$ cat src/rtl/bss_pkg.sv
// Shared types and constants for the bounded set store.
`default_nettype none

package bss_pkg;

  localparam int CAPACITY_DEF  = 16;
  localparam int ELEM_BITS_DEF = 16;

  typedef enum logic [1:0] {
    CMD_INSERT = 2'd0,
    CMD_DELETE = 2'd1,
    CMD_QUERY  = 2'd2,
    CMD_CLEAR  = 2'd3
  } cmd_t;

  typedef struct packed {
    cmd_t        command;
    logic [15:0] element;
  } req_t;

  typedef struct packed {
    logic       was_member;
    logic [4:0] count;
    logic       is_full;
    logic       is_empty;
    logic       overflow;
  } rsp_t;

  // Per-transaction update controls broadcast to every cell.
  typedef struct packed {
    logic insert_en;
    logic delete_en;
  } cell_ctl_t;

endpackage

`default_nettype wire

$ cat src/rtl/bss_cell.sv
// One slot of the set: holds a value, compares it and shifts it down on delete.
`default_nettype none

module bss_cell
  import bss_pkg::*;
#(
  parameter int IDX       = 0,
  parameter int CNT_W     = 5,
  parameter int ELEM_BITS = ELEM_BITS_DEF
) (
  input  wire logic                 clk,
  input  wire cell_ctl_t            ctl,
  input  wire logic [CNT_W-1:0]     fill,
  input  wire logic [ELEM_BITS-1:0] element,
  input  wire logic                 hit_in,
  input  wire logic [ELEM_BITS-1:0] upper_value,
  output logic                      hit_out,
  output logic                      match,
  output logic [ELEM_BITS-1:0]      value
);

  logic occupied;
  logic tail;

  assign occupied = CNT_W'(IDX) < fill;
  assign tail     = CNT_W'(IDX) == fill;
  assign match    = occupied && (value == element);
  // Set once the deleted entry is at or below this slot.
  assign hit_out  = hit_in | match;

  always_ff @(posedge clk) begin
    if (ctl.delete_en && hit_out && occupied) begin
      value <= upper_value;
    end else if (ctl.insert_en && tail) begin
      value <= element;
    end
  end

endmodule

`default_nettype wire

$ cat src/rtl/bounded_set_store_unit.sv
// Top level of the bounded set store: cell chain, fill count and response register.
//
//   channel | direction | payload | transaction when
//   req     | in        | req_t   | req_valid  && req_ready
//   rsp     | out       | rsp_t   | rsp_valid  && rsp_ready
//
// All cells compare in parallel, and the delete shift moves every later entry
// one cell down in the same edge that loads the response register.
// A request is taken whenever the response register is empty or being drained,
// so one transaction per cycle is sustained; a stalled rsp holds req off.
// Reset clears the fill count and the response valid; slot contents are left as is.
`default_nettype none

module bounded_set_store_unit
  import bss_pkg::*;
#(
  parameter int CAPACITY  = CAPACITY_DEF,
  parameter int ELEM_BITS = ELEM_BITS_DEF
) (
  input  wire logic clk,
  input  wire logic rst,
  input  wire logic req_valid,
  output logic      req_ready,
  input  wire req_t req,
  output logic      rsp_valid,
  input  wire logic rsp_ready,
  output rsp_t      rsp
);

  localparam int CNT_W = $clog2(CAPACITY + 1);

  logic [CNT_W-1:0]     fill_count;
  logic [CNT_W-1:0]     fill_count_next;
  logic [ELEM_BITS-1:0] elem;
  logic [ELEM_BITS+15:0] elem_ext;
  logic [CNT_W+4:0]     count_ext;
  logic                 fire;
  logic                 member;
  logic                 full_now;
  logic                 overflow_now;
  cell_ctl_t            ctl;
  rsp_t                 rsp_next;

  logic [ELEM_BITS-1:0] cell_value [CAPACITY];
  logic [ELEM_BITS-1:0] cell_upper [CAPACITY];
  logic [CAPACITY:0]    hit_chain;
  logic [CAPACITY-1:0]  cell_match;

  assign req_ready = !rsp_valid || rsp_ready;
  assign fire      = req_valid && req_ready;

  assign elem_ext = {{ELEM_BITS{1'b0}}, req.element};
  assign elem     = elem_ext[ELEM_BITS-1:0];

  assign member   = |cell_match;
  assign full_now = fill_count == CNT_W'(CAPACITY);

  always_comb begin
    ctl             = '0;
    overflow_now    = 1'b0;
    fill_count_next = fill_count;
    unique case (req.command)
      CMD_INSERT: begin
        if (!member) begin
          if (full_now) begin
            overflow_now = 1'b1;
          end else begin
            ctl.insert_en   = fire;
            fill_count_next = fill_count + 1'b1;
          end
        end
      end
      CMD_DELETE: begin
        if (member) begin
          ctl.delete_en   = fire;
          fill_count_next = fill_count - 1'b1;
        end
      end
      CMD_QUERY: begin
      end
      CMD_CLEAR: begin
        fill_count_next = '0;
      end
      default: begin
      end
    endcase
  end

  assign hit_chain[0] = 1'b0;

  for (genvar i = 0; i < CAPACITY; i++) begin : g_cell
    if (i == CAPACITY - 1) begin : g_last
      assign cell_upper[i] = cell_value[i];
    end else begin : g_mid
      assign cell_upper[i] = cell_value[i+1];
    end

    bss_cell #(
      .IDX       (i),
      .CNT_W     (CNT_W),
      .ELEM_BITS (ELEM_BITS)
    ) u_cell (
      .clk         (clk),
      .ctl         (ctl),
      .fill        (fill_count),
      .element     (elem),
      .hit_in      (hit_chain[i]),
      .upper_value (cell_upper[i]),
      .hit_out     (hit_chain[i+1]),
      .match       (cell_match[i]),
      .value       (cell_value[i])
    );
  end

  assign count_ext = {5'b0, fill_count_next};

  always_comb begin
    rsp_next.was_member = member;
    rsp_next.count      = count_ext[4:0];
    rsp_next.is_full    = fill_count_next == CNT_W'(CAPACITY);
    rsp_next.is_empty   = fill_count_next == '0;
    rsp_next.overflow   = overflow_now;
  end

  always_ff @(posedge clk) begin
    if (rst) begin
      fill_count <= '0;
      rsp_valid  <= 1'b0;
    end else begin
      if (fire) begin
        fill_count <= fill_count_next;
        rsp_valid  <= 1'b1;
      end else if (rsp_ready) begin
        rsp_valid  <= 1'b0;
      end
    end
  end

  always_ff @(posedge clk) begin
    if (fire) begin
      rsp <= rsp_next;
    end
  end

  a_count_bound: assert property (@(posedge clk) disable iff (rst)
    fill_count <= CNT_W'(CAPACITY))
    else $error("fill count above capacity");

  a_overflow_full: assert property (@(posedge clk) disable iff (rst)
    rsp_valid && rsp.overflow |-> rsp.is_full && !rsp.was_member)
    else $error("overflow reported on a set that is not full");

  a_clear_empties: assert property (@(posedge clk) disable iff (rst)
    fire && req.command == CMD_CLEAR |=> fill_count == '0 && rsp.is_empty)
    else $error("clear left entries behind");

  a_count_hold: assert property (@(posedge clk) disable iff (rst)
    !fire |=> $stable(fill_count))
    else $error("fill count changed without a transaction");

endmodule

`default_nettype wire

$ cat config.mk
export PLATFORM = sky130hd
export DESIGN_NAME = bounded_set_store_unit
export DESIGN_NICKNAME = d
export VERILOG_FILES = /design/src/rtl/bss_pkg.sv /design/src/rtl/bss_cell.sv /design/src/rtl/bounded_set_store_unit.sv
export SDC_FILE = /design/constraint.sdc
export NUM_CORES = 1
export LEC_CHECK = 0
export ABC_AREA = 1
export BUFFER_PORTS_ARGS = -buffer_cell sky130_fd_sc_hd__buf_2
export CORE_MARGIN = 3
export CORE_UTILIZATION = 35
export CTS_CLUSTER_SIZE = 14
export DETAILED_ROUTE_END_ITERATION = 10
export GPL_TIMING_DRIVEN = 0
export PLACE_DENSITY = 0.55
export SYNTH_ARGS = -nofsm -noshare
export SYNTH_HDL_FRONTEND = slang
export SYNTH_HIERARCHICAL = 1
export SYNTH_SLANG_ARGS = --single-unit
$ cat constraint.sdc
create_clock -name clk -period 7.2 [get_ports clk]
set_input_delay 0.72 -clock clk [delete_from_list [all_inputs] [get_ports clk]]
set_output_delay 0.72 -clock clk [all_outputs]
set_load 0.01 [all_outputs]
## After elaboration in Yosys (flattened, before gate mapping)

Index checks and enable logic that the tools add are counted.

- Bits of input ports: 22
- Flip-flop bits (word level): 271

- Mux-type cells: 42
- Add/subtract/negate cells: 2
- Bitwise gates (word level): 17
- Equality and inequality tests: 35
- Magnitude comparators: 16
- Reductions and logical operators: 89

Operator list:

| kind | count |
|---|---|
| 16-bit 2-to-1 mux | 30 |
| 16-bit equality test | 16 |
| 1-bit logical AND | 65 |
| 4-bit by 5-bit equality test with 1-bit output (first input constant) | 8 |
| 4-bit by 5-bit < comparator with 1-bit output (first input constant) | 8 |
| 2-bit nonzero test | 16 |
| 3-bit by 5-bit equality test with 1-bit output (first input constant) | 4 |
| 3-bit by 5-bit < comparator with 1-bit output (first input constant) | 4 |
| 17-bit OR reduction | 1 |
| 16-bit OR reduction | 1 |
| 5-bit 2-to-1 mux | 3 |
| 1-bit bitwise OR | 15 |
| 5-bit case mux with 3 select lines | 1 |
| 2-bit by 5-bit equality test with 1-bit output (first input constant) | 2 |
| 5-bit equality test (second input constant) | 2 |
| 5-bit logical NOT | 2 |
| 1-bit by 5-bit < comparator with 1-bit output (first input constant) | 2 |
| 2-bit by 5-bit < comparator with 1-bit output (first input constant) | 2 |
| 1-bit 2-to-1 mux | 8 |
| 5-bit by 1-bit adder with 5-bit output (second input constant) | 1 |
| 1-bit by 5-bit equality test with 1-bit output (first input constant) | 1 |
| 5-bit by 1-bit subtractor with 5-bit output (second input constant) | 1 |
| 2-bit by 1-bit equality test with 1-bit output (second input constant) | 1 |
| 2-bit equality test (second input constant) | 1 |
| 5 further kinds | 6 |

## Depth between registers and ports, before layout

- Depth after elaboration: 21
- Mapped depth: 57
- Gate-level depth less buffers: 41

## Cells and area by module

Netlist, hierarchy kept.

Modules (own cells, without submodules):

| module | area each (µm²) | cells an instance | times used |
|---|---|---|---|
| bss_cell at g_cell[7].u_cell | 1192.4 | 174 | 1 |
| bss_cell at g_cell[15].u_cell | 1164.9 | 167 | 1 |
| bss_cell at g_cell[12].u_cell | 1148.6 | 169 | 1 |
| bss_cell at g_cell[10].u_cell | 1142.3 | 166 | 1 |
| bss_cell at g_cell[3].u_cell | 1137.3 | 160 | 1 |
| bss_cell at g_cell[8].u_cell | 1133.6 | 163 | 1 |
| bss_cell at g_cell[1].u_cell | 1129.8 | 160 | 1 |
| bss_cell at g_cell[11].u_cell | 1126.1 | 158 | 1 |
| bss_cell at g_cell[5].u_cell | 1117.3 | 157 | 1 |
| bss_cell at g_cell[4].u_cell | 1114.8 | 156 | 1 |
| bss_cell at g_cell[14].u_cell | 1112.3 | 156 | 1 |
| bss_cell at g_cell[9].u_cell | 1112.3 | 155 | 1 |
| bss_cell at g_cell[2].u_cell | 1107.3 | 153 | 1 |
| bss_cell at g_cell[13].u_cell | 1101.1 | 149 | 1 |
| +3 rows | -- | -- | -- |

## Worst setup path after synthesis

No wires, ideal clock.

- Kind: input -> register
- Start point: in req[4] (netlist bit)
- End point: reg g_cell[15].u_cell.value[0], enable pin
- Setup time: 465 ps
- Arrival: 6995 ps
- Buffers on the path: 16
- Slack: -260 ps
- Required time: 6735 ps
- Stages: 56
- Cell sequence: nand2_1 -> inv_1 -> nor2_1 -> nor2_1 -> nand2_1 -> nor2_1 -> nand3_2 -> nand2_4 -> buf_4 -> inv_1 -> nand2_4 -> buf_4 -> inv_1 -> nand2_4 -> buf_4 -> inv_1 -> nand2_4 -> buf_4 -> [... 20 more ...] -> buf_4 -> inv_1 -> nand2_4 -> buf_4 -> inv_1 -> nand2_4 -> buf_4 -> inv_1 -> nand2_4 -> buf_4 -> inv_1 -> nand2_4 -> buf_4 -> inv_1 -> nand2_4 -> nand2_4 -> buf_6 -> o21ai_0

- Cells in the longest elaborated chain, start to end: 21
- Elaborated cells on any way between the ends: 57

Ends and longest elaborated chain:

| what | line | source |
|---|---|---|
| start: declaration | bounded_set_store_unit.sv:24 | `input wire req_t req,` |
| 16-bit equality test | bss_cell.sv:27 | `assign match = occupied && (value == element);` |
| 1-bit logical AND | bss_cell.sv:27 |  |
| named net hit_chain[1] | bounded_set_store_unit.sv:46 | `logic [CAPACITY:0] hit_chain;` |
| 1-bit bitwise OR | bss_cell.sv:29 | `assign hit_out = hit_in \| match;` |
| named net hit_chain[2] | bounded_set_store_unit.sv:46 |  |
| 1-bit bitwise OR | bss_cell.sv:29 |  |
| named net hit_chain[3] | bounded_set_store_unit.sv:46 |  |
| 1-bit bitwise OR | bss_cell.sv:29 |  |
| named net hit_chain[4] | bounded_set_store_unit.sv:46 |  |
| [... 1 more ...] | -- |  |
| named net hit_chain[5] | bounded_set_store_unit.sv:46 |  |
| [... 1 more ...] | -- |  |
| named net hit_chain[6] | bounded_set_store_unit.sv:46 |  |
| [... 1 more ...] | -- |  |
| named net hit_chain[7] | bounded_set_store_unit.sv:46 |  |
| [... 1 more ...] | -- |  |
| named net hit_chain[8] | bounded_set_store_unit.sv:46 |  |
| [... 1 more ...] | -- |  |
| named net hit_chain[9] | bounded_set_store_unit.sv:46 |  |
| [... 1 more ...] | -- |  |
| named net hit_chain[10] | bounded_set_store_unit.sv:46 |  |
| [... 1 more ...] | -- |  |
| named net hit_chain[11] | bounded_set_store_unit.sv:46 |  |
| [... 1 more ...] | -- |  |
| named net hit_chain[12] | bounded_set_store_unit.sv:46 |  |
| [... 1 more ...] | -- |  |
| named net hit_chain[13] | bounded_set_store_unit.sv:46 |  |
| 1-bit bitwise OR | bss_cell.sv:29 |  |
| named net hit_chain[14] | bounded_set_store_unit.sv:46 |  |
| 1-bit bitwise OR | bss_cell.sv:29 |  |
| named net hit_chain[15] | bounded_set_store_unit.sv:46 |  |
| 1-bit bitwise OR | bss_cell.sv:29 |  |
| 1-bit logical AND (2 in series) | bss_cell.sv:32 | `if (ctl.delete_en && hit_out && occupied) begin` |
| 1-bit NOT (no source line) | -- |  |
| 2-bit AND reduction (no source line) | -- |  |
| end signal: assignment | bss_cell.sv:33 | `value <= upper_value;` |
| end signal: assignment | bss_cell.sv:35 | `value <= element;` |
| end: declaration | bss_cell.sv:19 | `output logic [ELEM_BITS-1:0] value` |

The timed path passes the listed nets, and every way through them passes these cells.
A chain may end at the register's enable or synchronous reset.

## Worst setup path in the final report

- Start point: in req[15] (netlist bit)
- End point: reg g_cell[15].u_cell.value[0], enable pin

The elaborated chain is that of the path after synthesis.

==> flow_metrics.py <==
metrics = {
    "routing": {
        "wl_per_cell_um": 17.7,
        "drt_iter0_drc": 1260,
        "vias": 17600,
        "wl_um": 62100,
        "ant_nets": 0,
        "dr.pass1.iters": 5,
        "drc": 0,
        "viasPerCell": 5.00,
    },
    "clock_network": {
        "cts_num_sinks": 271,
        "clkTransAtPathRegs_ns": 0.06,
        "root_buffer": "clkbuf_16",
        "cts_made_buffers": 34,
        "clk_latency_ns": 0.56,
        "h-tree-depth": 2,
        "clock_path_buffers": 3,
        "cts_tree": "yes",
    },
    "power": {
        "p_per_area_nw_per_um2": 179,
        "peakVddDrop_mv": 0.124,
        "p_leak_nw": 10.7,
    },
    "place": {
        "place_ws_ns": -2.12,
        "dpl.hpwl_um": 37200,
        "globalplace.congestion": 0.860,
        "portBuffers": 32,
        "placed_area_sq_um": 20200,
    },
    "worst_setup_path": {
        "cpPeakStageDelay_ns": 0.19,
        "critPathRequiredTime_ns": 7.41,
        "crit_buf_inv": 28,
        "crit_path_end_kind": "flip-flop",
        "critPathSlowestCell": "buf_16",
        "worst_path_most_repeated_cell": "nand2_4",
        "cp_max_fo": 26,
        "worst_ep_arrival_time_ns": 6.72,
        "path_class": "primary input to flip-flop",
        "cp-start-kind": "primary input",
        "path_delay_family": "buffers and inverters",
    },
    "synthesis": {
        "synth-seq-cells": 271,
        "synth.avg_cell_area_sq_um": 7.10,
        "yosysWarnings": 6,
        "synth_top_cells_by_area": "edfxtp_1 42%, nand2_1 21%, nand3_1 8.5%, inv_1 7.2%, nor2_1 5.2%",
        "yosysTopAreaCell": "edfxtp_1",
        "async_flop_share": 0,
        "synth_common_cells": "1080 x nand2_1, 367 x inv_1, 323 x nand3_1, 265 x edfxtp_1, 265 x nor2_1",
        "syn_inst": 2690,
        "synth_most_common_cell": "nand2_1",
        "syn_nets": 2714,
        "ys_seq_area_frac": 0.423,
        "yosys_most_used_dff": "edfxtp_1",
        "ys_types": 41,
        "synth.cell_area_sq_um": 19100,
        "yosysTopAreaCellShare": 0.417,
        "synth_edf_count": 265,
    },
    "final_layout": {
        "drive_above_1_share": 0.102,
        "fill_cells": 5385,
        "final_cell_area_sq_um": 22100,
        "syn_to_final_growth_pct": 15.7,
        "final_nets": 2823,
    },
    "grt": {
        "grtUsageTotal": 0.214,
        "grt_max_degree": 49,
        "grt_pass1_vias": 16600,
        "grt_antenna_before_repair": 0,
        "grt_pass1_wl_um": 94400,
        "overflow": 0,
    },
    "timing": {
        "timing_hold_violations_final": 0,
        "clock.fmax_mhz": 154,
        "period_minus_slack_ns": 6.50,
        "post-route-period-util": 0.903,
        "setup_ws_ns": 0.695,
        "timing.slew.headroom": 0.318,
        "rsz0062_at_grt": "false",
        "clock-skew-final_ns": 0.0247,
        "worst_pin_slew_ns": 1.01,
        "setup_viol": 0,
        "slew_viol_final": 0,
    },
    "die": {
        "die-area_sq_um": 57400,
        "pin_count": 33,
        "initial_core_util": 0.358,
        "rows": 84,
        "core_area_sq_um": 53300,
        "die_y_um": 240,
        "die-width_um": 240,
    },
    "hold_path": {
        "hp-class": "primary input to flip-flop",
    },
    "flow_run": {
        "max_cap_viol_count": 0,
    },
    "status": {
        "status": "complete, no violations",
    },
}
==> logic make-up (layout without fill, tap and decap cells) <==
family,after synthesis,count (layout),synth area share
flops,271,271,0.423
compound gates,49,50,0.0164
buf+inv,429,560,0.0953
other cells,1,2,0.000196
xor+xnor,87,87,0.0399
simple gates,1851,1851,0.424
fa+ha+maj,2,2,0.00131
==> placed cells by master (no fill, tap or decap), types with 6 or more instances in the layout <==
cell type / count
buf_2: 34
nor4_1: 9
xnor2_1: 83
clkbuf_1: 7
clkinv_1: 10
nor2_2: 29
buf_4: 38
nand2_4: 33
o2111ai_1: 6
bufbuf_16: 6
nand3_1: 323
inv_1: 367
o21ai_1: 12
edfxtp_1: 265
nand2_1: 1080
nor3_1: 21
buf_12: 8
clkinv_2: 6
o21ai_0: 14
clkbuf_16: 36
buf_6: 24
buf_16: 9
nor2_1: 265
nor3b_1: 19
nand3_2: 19
a21oi_1: 7
nand4_1: 24
==> worst reg2reg max path, delay by kind of cell (launching register included) <==
kind	cells	cell delay, ns
AO/OA/AOI/OAI	1	0.15
AND/OR/NAND/NOR	23	2.52
flip-flops	1	0.39
buffers and inverters	26	3.08
==> final timing paths <==
check | start | to | slack (ns) | cells past startpoint
worst max-delay path | req[15] | g_cell[15].u_cell/value[0] | 0.70 | 52
worst min-delay path | rst | rsp_valid | 0.42 | 2
worst max register to register | g_cell[0].u_cell/value[13] | g_cell[15].u_cell/value[0] | 0.75 | 50
worst min register to register | rsp_valid | rsp_valid | 0.51 | 2
==> layout make-up <==
class                      instances  area (sq um)  share of cell area
antenna                            1          2.50            0.000113
buffer                            49           379              0.0172
clock buffer                      40           905              0.0410
clock inverter                    19           151             0.00686
inverter                         375          1410              0.0637
multi-input combinational       1991          9250               0.419
sequential                       271          8100               0.367
tap                              688           861              0.0390
timing repair buffer              77          1030              0.0467
==> repair_timing <==
| action | CTS | global route |
|---|---|---|
| endpoints found under the setup margin | 144 | 68 |
| resized for setup | 86 | 1 |
| gates cloned | 7 | 1 |
| hold buffers | 0 | 0 |
| pin swaps | 2 | 3 |
| buffers inserted | 14 | 11 |
==> sequential cells by signal, indices dropped and copies added, names as in the netlist <==
signal               count
g_cell.u_cell/value    256
fill_count               5
rsp                      9
rsp_valid                1
==> through the flow <==
stage               hold WS, ns  utilization  setup TNS [ns]  power (mW)  cells
floorplan                 0.547            -               0        2.06   2690
global placement          0.492        0.378         -415.74        2.22   3410
detailed placement        0.506        0.380         -191.37        2.23   3423
CTS                       0.389        0.413               0        3.97   3501
global route              0.405        0.414               0        4.10   3510
finish                    0.421        0.414               0        3.95   3511
==> power by group <==
part	total (mW)	internal (mW)	switching, mW
registers	1.75	1.74	0.00619
logic	0.523	0.174	0.349
clock network	1.67	0.969	0.704
==> per-layer routing <==
| layer | GRT usage | wire length [um] | part of all wire |
|---|---|---|---|
| met5 | 0 | 0 | 0 |
| met4 | 0.0876 | 2570 | 0.041 |
| met3 | 0.0432 | 4280 | 0.069 |
| met2 | 0.355 | 28300 | 0.46 |
| met1 | 0.274 | 27000 | 0.43 |
Note: power is estimated with default switching activity, not from simulation.
